==> src/hidm_pkg.sv <==
`timescale 1ns / 1ps
package hidm_pkg;

  localparam int NUM_BUTTONS_DEF = 36;
  localparam int BTN_W           = 36;
  localparam int ACC_W           = 11;

  localparam logic [10:0] MOVE_DIV     = 11'd50;
  localparam logic [10:0] WHEEL_DIV    = 11'd1000;
  localparam logic [2:0]  RESEND_COUNT = 3'd5;
  localparam logic [7:0]  AXIS_CENTER  = 8'h80;
  localparam logic [7:0]  AXIS_MAX     = 8'hff;

  // mapping kinds
  localparam logic [7:0] KIND_MOUSE    = 8'd0;
  localparam logic [7:0] KIND_KEYBOARD = 8'd1;
  localparam logic [7:0] KIND_JOYSTICK = 8'd2;

  // mouse action codes
  localparam logic [7:0] MACT_LEFT      = 8'd0;
  localparam logic [7:0] MACT_RIGHT     = 8'd1;
  localparam logic [7:0] MACT_MIDDLE    = 8'd2;
  localparam logic [7:0] MACT_UP        = 8'd3;
  localparam logic [7:0] MACT_DOWN      = 8'd4;
  localparam logic [7:0] MACT_LEFT_MOV  = 8'd5;
  localparam logic [7:0] MACT_RIGHT_MOV = 8'd6;
  localparam logic [7:0] MACT_WHEEL_UP  = 8'd7;
  localparam logic [7:0] MACT_WHEEL_DN  = 8'd8;
  localparam logic [7:0] MACT_ALL_SPEED = 8'd9;

  // report kinds
  localparam logic [1:0] REP_MOUSE    = 2'd0;
  localparam logic [1:0] REP_KEYBOARD = 2'd1;
  localparam logic [1:0] REP_JOYSTICK = 2'd2;

  typedef enum logic [1:0] {
    ST_IDLE,
    ST_WALK,
    ST_MOTION,
    ST_EMIT
  } back_state_t;

  typedef struct packed {
    logic             mode;
    logic [BTN_W-1:0] buttons;
    logic             mouse_ready;
    logic             keyboard_ready;
    logic             joystick_ready;
    logic [5:0]       entry_index;
    logic [7:0]       entry_kind;
    logic [7:0]       entry_value;
    logic [7:0]       entry_modifier;
  } in_word_t;

  typedef struct packed {
    logic [1:0] report_kind;
    logic [7:0] byte0;
    logic [7:0] byte1;
    logic [7:0] byte2;
    logic [7:0] byte3;
    logic [7:0] byte4;
    logic [7:0] byte5;
    logic [7:0] byte6;
    logic [7:0] byte7;
    logic       last;
  } out_word_t;

  // classified item handed from front to back
  typedef struct packed {
    logic     scan;
    logic     wr_ok;
    in_word_t w;
  } q_item_t;

endpackage

==> src/hidm_front.sv <==
`timescale 1ns / 1ps
module hidm_front #(
  parameter int NUM_BUTTONS = hidm_pkg::NUM_BUTTONS_DEF
) (
  input  logic               clk,
  input  logic               rst_n,
  input  logic               in_valid,
  output logic               in_ready,
  input  hidm_pkg::in_word_t in_data,
  output logic               q_valid,
  output hidm_pkg::q_item_t  q_item,
  input  logic               q_pop
);

  hidm_pkg::q_item_t buf_r [2];
  logic       wp_r, wp_nxt, rp_r, rp_nxt;
  logic [1:0] cnt_r, cnt_nxt;
  logic       push;
  hidm_pkg::q_item_t item;

  assign in_ready = (cnt_r != 2'd2);
  assign push     = in_valid && in_ready;
  assign q_valid  = (cnt_r != 2'd0);
  assign q_item   = buf_r[rp_r];

  // classify the incoming word
  always_comb begin
    item       = '0;
    item.w     = in_data;
    item.scan  = in_data.mode;
    item.wr_ok = (in_data.entry_index < 6'(NUM_BUTTONS));
  end

  // advance pointers and count
  always_comb begin
    wp_nxt  = push ? ~wp_r : wp_r;
    rp_nxt  = q_pop ? ~rp_r : rp_r;
    cnt_nxt = cnt_r + 2'(push) - 2'(q_pop);
  end

  always_ff @(posedge clk) begin
    if (!rst_n) begin
      wp_r  <= 1'b0;
      rp_r  <= 1'b0;
      cnt_r <= 2'd0;
    end else begin
      wp_r  <= wp_nxt;
      rp_r  <= rp_nxt;
      cnt_r <= cnt_nxt;
    end
  end

  // hold queued words
  always_ff @(posedge clk) begin
    if (push) begin
      buf_r[wp_r] <= item;
    end
  end

endmodule

==> src/hidm_back.sv <==
`timescale 1ns / 1ps
module hidm_back #(
  parameter int NUM_BUTTONS = hidm_pkg::NUM_BUTTONS_DEF
) (
  input  logic                clk,
  input  logic                rst_n,
  input  logic                q_valid,
  input  hidm_pkg::q_item_t   q_item,
  output logic                q_pop,
  output logic                out_valid,
  input  logic                out_ready,
  output hidm_pkg::out_word_t out_data
);

  localparam int IW = (NUM_BUTTONS > 1) ? $clog2(NUM_BUTTONS) : 1;
  localparam int CW = $clog2(NUM_BUTTONS + 1);
  localparam logic [CW-1:0] LAST_CNT = CW'(NUM_BUTTONS);
  localparam int ACC_W_L = hidm_pkg::ACC_W;

  hidm_pkg::back_state_t st_r, st_nxt;

  // mapping table
  logic [23:0]            mem [NUM_BUTTONS];
  logic [NUM_BUTTONS-1:0] vld_r;
  logic [23:0]            rd_r;
  logic                   rv_r, pp_r;
  logic                   wr_en;

  hidm_pkg::in_word_t cur_r;
  logic [CW-1:0] cnt_r;
  logic [2:0]    mcnt_r;
  logic [1:0]    ph_r;

  logic [5:0]       active_r;
  logic [7:0]       speed_r [4];
  logic [7:0]       wspd_r [2];
  logic [2:0]       clicks_r;
  logic [7:0]       kp_r [8];
  logic [7:0]       jp_r [4];
  logic [2:0]       rc_r [3];
  logic [3:0]       slot_r;
  logic [ACC_W_L-1:0] acc_r [6];
  logic [7:0]       rep_r [4];

  hidm_pkg::out_word_t out_r;
  logic                out_v_r;
  logic                out_load;

  // entry being processed
  logic [23:0] ent;
  logic [7:0]  e_kind, e_val, e_mod;

  // motion step
  logic [7:0]         spd;
  logic [ACC_W_L-1:0] sum, rem, lim;
  logic [2:0]         q;
  logic [7:0]         qb;
  logic               fire, neg;
  logic [1:0]         tgt;

  // emit control
  logic [2:0] rdy, em;
  logic       k_rdy, k_em, later, out_free, emit_go;

  assign out_valid = out_v_r;
  assign out_data  = out_r;
  assign out_free  = !out_v_r || out_ready;
  assign out_load  = (st_r == hidm_pkg::ST_EMIT) && emit_go && k_em;

  assign ent    = rv_r ? rd_r : 24'd0;
  assign e_kind = ent[7:0];
  assign e_val  = ent[15:8];
  assign e_mod  = ent[23:16];

  // motion arithmetic for direction mcnt_r
  always_comb begin
    spd = (mcnt_r < 3'd4) ? speed_r[mcnt_r[1:0]] : wspd_r[mcnt_r[0]];
    lim = (mcnt_r < 3'd4) ? hidm_pkg::MOVE_DIV : hidm_pkg::WHEEL_DIV;
    sum = acc_r[mcnt_r] + ACC_W_L'(spd);
    fire = active_r[mcnt_r] && (sum > lim);
    if (mcnt_r < 3'd4) begin
      q = 3'(sum >= 11'd50) + 3'(sum >= 11'd100) + 3'(sum >= 11'd150)
        + 3'(sum >= 11'd200) + 3'(sum >= 11'd250) + 3'(sum >= 11'd300);
      rem = sum - ACC_W_L'(q) * hidm_pkg::MOVE_DIV;
    end else begin
      q   = 3'd1;
      rem = sum - hidm_pkg::WHEEL_DIV;
    end
    neg = (mcnt_r == 3'd0) || (mcnt_r == 3'd2) || (mcnt_r == 3'd5);
    qb  = neg ? (8'd0 - 8'(q)) : 8'(q);
    case (mcnt_r)
      3'd0, 3'd1: tgt = 2'd2;
      3'd2, 3'd3: tgt = 2'd1;
      default:    tgt = 2'd3;
    endcase
  end

  // emit decisions for the current phase
  always_comb begin
    rdy = {cur_r.joystick_ready, cur_r.keyboard_ready, cur_r.mouse_ready};
    for (int k = 0; k < 3; k++) begin
      em[k] = rdy[k] && (rc_r[k] != 3'd0);
    end
    k_rdy = rdy[ph_r];
    k_em  = em[ph_r];
    case (ph_r)
      2'd0:    later = em[1] || em[2];
      2'd1:    later = em[2];
      default: later = 1'b0;
    endcase
    emit_go = !k_em || out_free;
  end

  // next state
  always_comb begin
    st_nxt = st_r;
    unique case (st_r)
      hidm_pkg::ST_IDLE: begin
        if (q_valid && q_item.scan) st_nxt = hidm_pkg::ST_WALK;
      end
      hidm_pkg::ST_WALK: begin
        if (cnt_r == LAST_CNT) begin
          st_nxt = cur_r.mouse_ready ? hidm_pkg::ST_MOTION : hidm_pkg::ST_EMIT;
        end
      end
      hidm_pkg::ST_MOTION: begin
        if (mcnt_r == 3'd5) st_nxt = hidm_pkg::ST_EMIT;
      end
      hidm_pkg::ST_EMIT: begin
        if (emit_go && ph_r == 2'd2) st_nxt = hidm_pkg::ST_IDLE;
      end
      default: st_nxt = hidm_pkg::ST_IDLE;
    endcase
  end

  // outputs of the state machine
  always_comb begin
    q_pop = 1'b0;
    wr_en = 1'b0;
    unique case (st_r)
      hidm_pkg::ST_IDLE: begin
        q_pop = q_valid;
        wr_en = q_valid && !q_item.scan && q_item.wr_ok;
      end
      default: begin
        q_pop = 1'b0;
        wr_en = 1'b0;
      end
    endcase
  end

  always_ff @(posedge clk) begin
    if (!rst_n) st_r <= hidm_pkg::ST_IDLE;
    else        st_r <= st_nxt;
  end

  // table memory: write one entry, read one per cycle
  always_ff @(posedge clk) begin
    if (wr_en) begin
      mem[q_item.w.entry_index[IW-1:0]] <=
        {q_item.w.entry_modifier, q_item.w.entry_value, q_item.w.entry_kind};
    end
    rd_r <= mem[cnt_r[IW-1:0]];
  end

  // entry valid bits: unwritten entries read as zero
  always_ff @(posedge clk) begin
    if (!rst_n) begin
      vld_r <= '0;
    end else if (wr_en) begin
      vld_r[q_item.w.entry_index[IW-1:0]] <= 1'b1;
    end
  end

  // hold the output word until it is taken
  always_ff @(posedge clk) begin
    if (!rst_n) begin
      out_v_r <= 1'b0;
    end else if (out_load) begin
      out_v_r <= 1'b1;
    end else if (out_ready) begin
      out_v_r <= 1'b0;
    end
  end

  // walk, motion and emit datapath
  always_ff @(posedge clk) begin
    if (!rst_n) begin
      active_r <= '0;
      clicks_r <= '0;
      slot_r   <= 4'd2;
      pp_r     <= 1'b0;
      rv_r     <= 1'b0;
      cnt_r    <= '0;
      mcnt_r   <= '0;
      ph_r     <= '0;
      for (int i = 0; i < 4; i++) begin
        speed_r[i] <= '0;
        rep_r[i]   <= '0;
        jp_r[i]    <= (i >= 2) ? hidm_pkg::AXIS_CENTER : 8'd0;
      end
      for (int i = 0; i < 2; i++) wspd_r[i] <= '0;
      for (int i = 0; i < 8; i++) kp_r[i] <= '0;
      for (int i = 0; i < 3; i++) rc_r[i] <= '0;
      for (int i = 0; i < 6; i++) acc_r[i] <= '0;
    end else begin
      unique case (st_r)
        hidm_pkg::ST_IDLE: begin
          // start a scan
          if (q_valid && q_item.scan) begin
            cur_r    <= q_item.w;
            active_r <= '0;
            slot_r   <= 4'd2;
            cnt_r    <= '0;
            mcnt_r   <= '0;
            ph_r     <= '0;
            pp_r     <= 1'b0;
            for (int i = 0; i < 4; i++) begin
              speed_r[i] <= '0;
              rep_r[i]   <= '0;
            end
          end
        end
        hidm_pkg::ST_WALK: begin
          // issue next read
          if (cnt_r != LAST_CNT) begin
            pp_r  <= cur_r.buttons[cnt_r[IW-1:0]];
            rv_r  <= vld_r[cnt_r[IW-1:0]];
            cnt_r <= cnt_r + 1'b1;
          end else begin
            pp_r <= 1'b0;
          end
          // apply the entry read last cycle
          if (pp_r) begin
            if (e_kind == hidm_pkg::KIND_MOUSE) begin
              if (e_val <= hidm_pkg::MACT_MIDDLE) begin
                clicks_r[e_val[1:0]] <= 1'b1;
              end else if (e_val <= hidm_pkg::MACT_RIGHT_MOV) begin
                active_r[3'(e_val - hidm_pkg::MACT_UP)] <= 1'b1;
                if (speed_r[2'(e_val - hidm_pkg::MACT_UP)] == 8'd0)
                  speed_r[2'(e_val - hidm_pkg::MACT_UP)] <= e_mod;
              end else if (e_val <= hidm_pkg::MACT_WHEEL_DN) begin
                active_r[3'(e_val - hidm_pkg::MACT_UP)] <= 1'b1;
                wspd_r[~e_val[0]] <= e_mod;
              end else if (e_val == hidm_pkg::MACT_ALL_SPEED) begin
                for (int i = 0; i < 4; i++) speed_r[i] <= e_mod;
              end
              rc_r[0] <= hidm_pkg::RESEND_COUNT;
            end else if (e_kind == hidm_pkg::KIND_KEYBOARD) begin
              if (!slot_r[3]) begin
                kp_r[0]           <= kp_r[0] | e_mod;
                kp_r[slot_r[2:0]] <= e_val;
                slot_r            <= slot_r + 4'd1;
              end
              rc_r[1] <= hidm_pkg::RESEND_COUNT;
            end else if (e_kind == hidm_pkg::KIND_JOYSTICK) begin
              if (e_val[1])      jp_r[3] <= hidm_pkg::AXIS_MAX;
              else if (e_val[0]) jp_r[3] <= 8'd0;
              if (e_val[3])      jp_r[2] <= hidm_pkg::AXIS_MAX;
              else if (e_val[2]) jp_r[2] <= 8'd0;
              jp_r[0] <= jp_r[0] | e_mod;
              jp_r[1] <= jp_r[1] | {4'd0, e_val[7:4]};
              rc_r[2] <= hidm_pkg::RESEND_COUNT;
            end
          end
        end
        hidm_pkg::ST_MOTION: begin
          // one direction per cycle
          acc_r[mcnt_r] <= active_r[mcnt_r] ? (fire ? rem : sum) : '0;
          if (fire) rep_r[tgt] <= qb;
          mcnt_r <= mcnt_r + 3'd1;
        end
        hidm_pkg::ST_EMIT: begin
          if (emit_go) begin
            if (k_rdy) begin
              case (ph_r)
                2'd0: clicks_r <= '0;
                2'd1: for (int i = 0; i < 8; i++) kp_r[i] <= '0;
                default: begin
                  jp_r[0] <= '0;
                  jp_r[1] <= '0;
                  jp_r[2] <= hidm_pkg::AXIS_CENTER;
                  jp_r[3] <= hidm_pkg::AXIS_CENTER;
                end
              endcase
            end
            if (k_em) begin
              rc_r[ph_r] <= rc_r[ph_r] - 3'd1;
              out_r.last <= !later;
              case (ph_r)
                2'd0: begin
                  out_r.report_kind <= hidm_pkg::REP_MOUSE;
                  out_r.byte0 <= {5'd0, clicks_r};
                  out_r.byte1 <= rep_r[1];
                  out_r.byte2 <= rep_r[2];
                  out_r.byte3 <= rep_r[3];
                  out_r.byte4 <= '0;
                  out_r.byte5 <= '0;
                  out_r.byte6 <= '0;
                  out_r.byte7 <= '0;
                end
                2'd1: begin
                  out_r.report_kind <= hidm_pkg::REP_KEYBOARD;
                  out_r.byte0 <= kp_r[0];
                  out_r.byte1 <= kp_r[1];
                  out_r.byte2 <= kp_r[2];
                  out_r.byte3 <= kp_r[3];
                  out_r.byte4 <= kp_r[4];
                  out_r.byte5 <= kp_r[5];
                  out_r.byte6 <= kp_r[6];
                  out_r.byte7 <= kp_r[7];
                end
                default: begin
                  out_r.report_kind <= hidm_pkg::REP_JOYSTICK;
                  out_r.byte0 <= jp_r[0];
                  out_r.byte1 <= jp_r[1];
                  out_r.byte2 <= jp_r[2];
                  out_r.byte3 <= jp_r[3];
                  out_r.byte4 <= '0;
                  out_r.byte5 <= '0;
                  out_r.byte6 <= '0;
                  out_r.byte7 <= '0;
                end
              endcase
            end
            ph_r <= ph_r + 2'd1;
          end
        end
        default: begin
          pp_r <= 1'b0;
        end
      endcase
    end
  end

endmodule

==> src/button_to_hid_report_mapper_top.sv <==
`timescale 1ns / 1ps
// A table write is applied in the back end; a scan walks the table (one entry per
// cycle, one read port), steps the six motion directions when the mouse is ready,
// then runs the mouse, keyboard and joystick report phases, which can stall on output.
// A new scan starts only when the back end is idle; a 2-word queue decouples input.
// Reset (rst_n low, synchronous) clears control state; table entries read zero until written.
module button_to_hid_report_mapper_top #(
  parameter int NUM_BUTTONS = hidm_pkg::NUM_BUTTONS_DEF
) (
  input  logic                clk,
  input  logic                rst_n,
  input  logic                in_valid,
  output logic                in_ready,
  input  hidm_pkg::in_word_t  in_data,
  output logic                out_valid,
  input  logic                out_ready,
  output hidm_pkg::out_word_t out_data
);

  logic              q_valid, q_pop;
  hidm_pkg::q_item_t q_item;

  hidm_front #(.NUM_BUTTONS(NUM_BUTTONS)) u_front (
    .clk      (clk),
    .rst_n    (rst_n),
    .in_valid (in_valid),
    .in_ready (in_ready),
    .in_data  (in_data),
    .q_valid  (q_valid),
    .q_item   (q_item),
    .q_pop    (q_pop)
  );

  hidm_back #(.NUM_BUTTONS(NUM_BUTTONS)) u_back (
    .clk       (clk),
    .rst_n     (rst_n),
    .q_valid   (q_valid),
    .q_item    (q_item),
    .q_pop     (q_pop),
    .out_valid (out_valid),
    .out_ready (out_ready),
    .out_data  (out_data)
  );

endmodule
==> config.mk <==
export PLATFORM = sky130hd
export DESIGN_NAME = button_to_hid_report_mapper_top
export DESIGN_NICKNAME = d
export VERILOG_FILES = /design/src/hidm_pkg.sv /design/src/hidm_front.sv /design/src/hidm_back.sv /design/src/button_to_hid_report_mapper_top.sv
export SDC_FILE = /design/constraint.sdc
export NUM_CORES = 2
export LEC_CHECK = 0
export BUFFER_PORTS_ARGS = -buffer_cell sky130_fd_sc_hd__buf_2
export CORE_UTILIZATION = 62
export CTS_CLUSTER_SIZE = 40
export DETAILED_ROUTE_END_ITERATION = 16
export PLACE_DENSITY = 0.81
export SETUP_SLACK_MARGIN = 0.15
export SLEW_MARGIN = 20
export SYNTH_ARGS = -nofsm -noshare
export SYNTH_HDL_FRONTEND = slang
export SYNTH_SLANG_ARGS = --single-unit
==> constraint.sdc <==
create_clock -name clk -period 11.18 [get_ports clk]
set_clock_uncertainty 0.2 [all_clocks]
set_input_delay 2.236 -clock clk [delete_from_list [all_inputs] [get_ports clk]]
set_output_delay 2.236 -clock clk [all_outputs]
set_load 0.01 [all_outputs]
==> metrics <==
placer's final routability congestion estimate 0.935; area leader, netlist edfxtp_1; minimum clock period 9.24 ns; Worst Path Max Fanout 21; Std-Cell Core Area 92100 µm²; row count 111; num ports 143; total number of vias 31300; Clk Latency, worst-skew pair 0.76 ns; DRT Pass-1 Iters 6; ys flop type edfxtp_1; Avg Cell Area, Syn 18.4 µm²; WP data arrival 9.51 ns; Setup crit start kind register; final period utilization 82.7%; largest net degree at the start of global routing 129; vias in the first global route 32000; TritonCTS Buffers 141; placed cell count 4450; Mapped Area 58000 µm²; hold crit path type register to register; Clock Tree Root clkbuf_16; Synth-to-Final Area Change 11.8%; met1 GRT Util 38.9%; final setup vio count 0; final hold vios 0; post_cts resized 0; Req. time, crit path 11.45 ns; die width 308 µm; Synth area leaders edfxtp_1 (70%), mux4_2 (12%), dfxtp_1 (3.5%); first-pass GRT wire length 205000 µm; Overflow after GRT 0; cell count after synthesis 3145; Routed WL 139000 µm; effective utilization at floorplan 62.9%; outcome complete, no violations; Worst-Margin Slew 1.29 ns; top-area cell type share of the netlist area 69.9%; share of post-route cells with drive strength above 1 25.3%; number of routed nets with antenna violations 0; post-DP HPWL 80900 µm; list of most frequent post-synthesis cells edfxtp_1 (1350), mux4_2 (320), nor2_1 (289); Max Cap Viol 0; DRT iter0 DRCs 4001; All-Layer GR Usage 30.2%; cell mode on critical path ha_1; die area 94700 µm²; Post-synth EDFFs 1350; leak pwr 21.0 nW; R2R Setup Slk 1.94 ns; Max stage delay on crit path 0.92 ns; highest-delay cell along the critical path dfxtp_1; most frequent cell after synthesis edfxtp_1; initial antenna violation count 4; Via-to-Cell Ratio 6.64; yosys warns 0; Total Nets Final 3491; CTS tree built; pwr/cell area 221 nW/µm²; met2 usage 50.4%; H-tree levels 4; postcts setup bufs 0; maximum clock insertion buffer count 3; critical path class register to register; layer with the highest usage met2; RSZ-0062 raised after global routing no; CTS Hold Bufs 0; mean routed wirelength per cell 29.6 µm; Worst setup EP type register; clk sinks 1452; met3 global-route usage 5.79%; final number of max-transition violations 0; Seq/Total Area, Yosys 73.5%; VDD IR-drop max 0.000221 V; filler-free cell count of the finished design 4712; die height 308 µm; residual DRC count 0; Max Freq 108 MHz; Yosys reg bits 1452; Synth cell types 82; Clock transition at path regs 0.06 ns; setup TNS 0 ns; Mapped Nets 3285; post-synthesis async set-or-reset flop share 0%; final hold slack 0.273 ns; Slew HR 13.1%; IO Port Bufs 142
critical path: cells and delay by family (launching register included):
| kind | cells | cell delay (ns) |
|---|---|---|
| xor gates and xnor gates | 2 | 0.85 |
| muxes | 2 | 0.36 |
| and+or+nand+nor | 5 | 1.10 |
| DFF | 1 | 0.92 |
| buffers and inverters | 5 | 0.90 |
| adders and majority gates | 10 | 3.42 |
| AOI/OAI and AO/OA | 8 | 1.19 |
report_power, final:
group / switching (mW) / internal, mW / total, mW
combinational: 1.91 / 1.12 / 3.03
sequential: 0.151 / 6.52 / 6.67
clock: 2.01 / 2.59 / 4.60
total: 4.07 / 10.2 / 14.3
layout by cell type (no fill, tap or decap), types with 7 or more instances in the layout:
| cell | synthesis | final |
|---|---|---|
| edfxtp_1 | 1350 | 1350 |
| mux4_2 | 320 | 320 |
| nor2_1 | 289 | 250 |
| nand2_1 | 173 | 173 |
| clkbuf_16 | 0 | 146 |
| buf_2 | 13 | 142 |
| dfxtp_1 | 102 | 94 |
| o21ai_0 | 73 | 71 |
| mux2_2 | 71 | 71 |
| buf_4 | 3 | 66 |
| a21oi_1 | 60 | 60 |
| ha_1 | 61 | 60 |
| inv_1 | 53 | 53 |
| and2_1 | 52 | 52 |
| mux2i_1 | 46 | 46 |
| o21a_1 | 42 | 42 |
| clkbuf_1 | 94 | 42 |
| nand3_1 | 35 | 35 |
| nor2_2 | 0 | 34 |
| clkinv_2 | 0 | 25 |
| nor2b_1 | 21 | 21 |
| clkinv_1 | 0 | 19 |
| nand2b_1 | 18 | 18 |
| a21o_1 | 16 | 16 |
| nor3_1 | 15 | 15 |
| xnor2_1 | 12 | 12 |
| nor4_1 | 10 | 10 |
| xor2_1 | 9 | 9 |
| and3_1 | 10 | 9 |
| nand4_1 | 9 | 9 |
| a22oi_1 | 8 | 8 |
| a211oi_1 | 8 | 8 |
| o22ai_1 | 8 | 8 |
| a21boi_0 | 8 | 8 |
| a221o_1 | 7 | 7 |
| or3_1 | 7 | 7 |
state kept, by name, summed over array words and instances (netlist names), 16 cells and up, named ones only:
register and count:
u_back.vld_r 36, u_back.acc_r 88, u_back.kp_r 64, u_back.out_data 67, u_back.cur_r 39, u_back.mem 864
u_front.buf_r 142, u_back.wspd_r 16, u_back.rd_r 24, u_back.jp_r 16, u_back.speed_r 32
stage by stage:
step / util (%) / power [mW] / cell area, µm² / setup WS, ns
CTS: 70.3 / 14.3 / 64800 / 1.90
global placement: 65.5 / 9.64 / 60300 / 2.05
global route: 70.4 / 14.8 / 64800 / 1.29
detailed placement: 65.5 / 9.75 / 60300 / 1.93
floorplan: - / 8.85 / 58000 / 2.64
finish: 70.4 / 14.3 / 64800 / 1.94
final timing paths:
check                         from                   to  depth (start not counted)
hold reg to reg   u_back.vld_r[17]     u_back.vld_r[17]                          1
setup reg to reg          register  u_back.acc_r[6][10]                         32
setup / recovery          register  u_back.acc_r[6][10]                         32
hold / removal    u_back.vld_r[17]     u_back.vld_r[17]                          1
per-layer routing:
| layer | part of all wire [%] | wire length, µm |
|---|---|---|
| met1 | 36 | 49900 |
| met2 | 51 | 70700 |
| met3 | 9.3 | 12900 |
| met4 | 4.3 | 5970 |
| met5 | 0 | 0 |
kinds of logic (layout without fill, tap and decap cells):
group / Yosys count / after routing / synth area share, %
compound gates: 302 / 302 / 3.52
other cells: 0 / 3 / 0
mux: 438 / 438 / 14.6
flops: 1452 / 1452 / 73.5
xor+xnor: 24 / 24 / 0.402
fa+ha+maj: 66 / 66 / 1.49
simple gates: 661 / 661 / 5.12
buf+inv: 202 / 523 / 1.37
layout make-up:
cell class	count	area [µm²]
antenna	3	7.51
clock buffer	193	3880
clock inverter	65	573
fill	5386	27300
inverter	55	206
multi-input combinational	1491	14700
sequential	1452	42600
tap	1243	1560
timing repair buffer	210	1250
(Power assumes the default switching activity.)
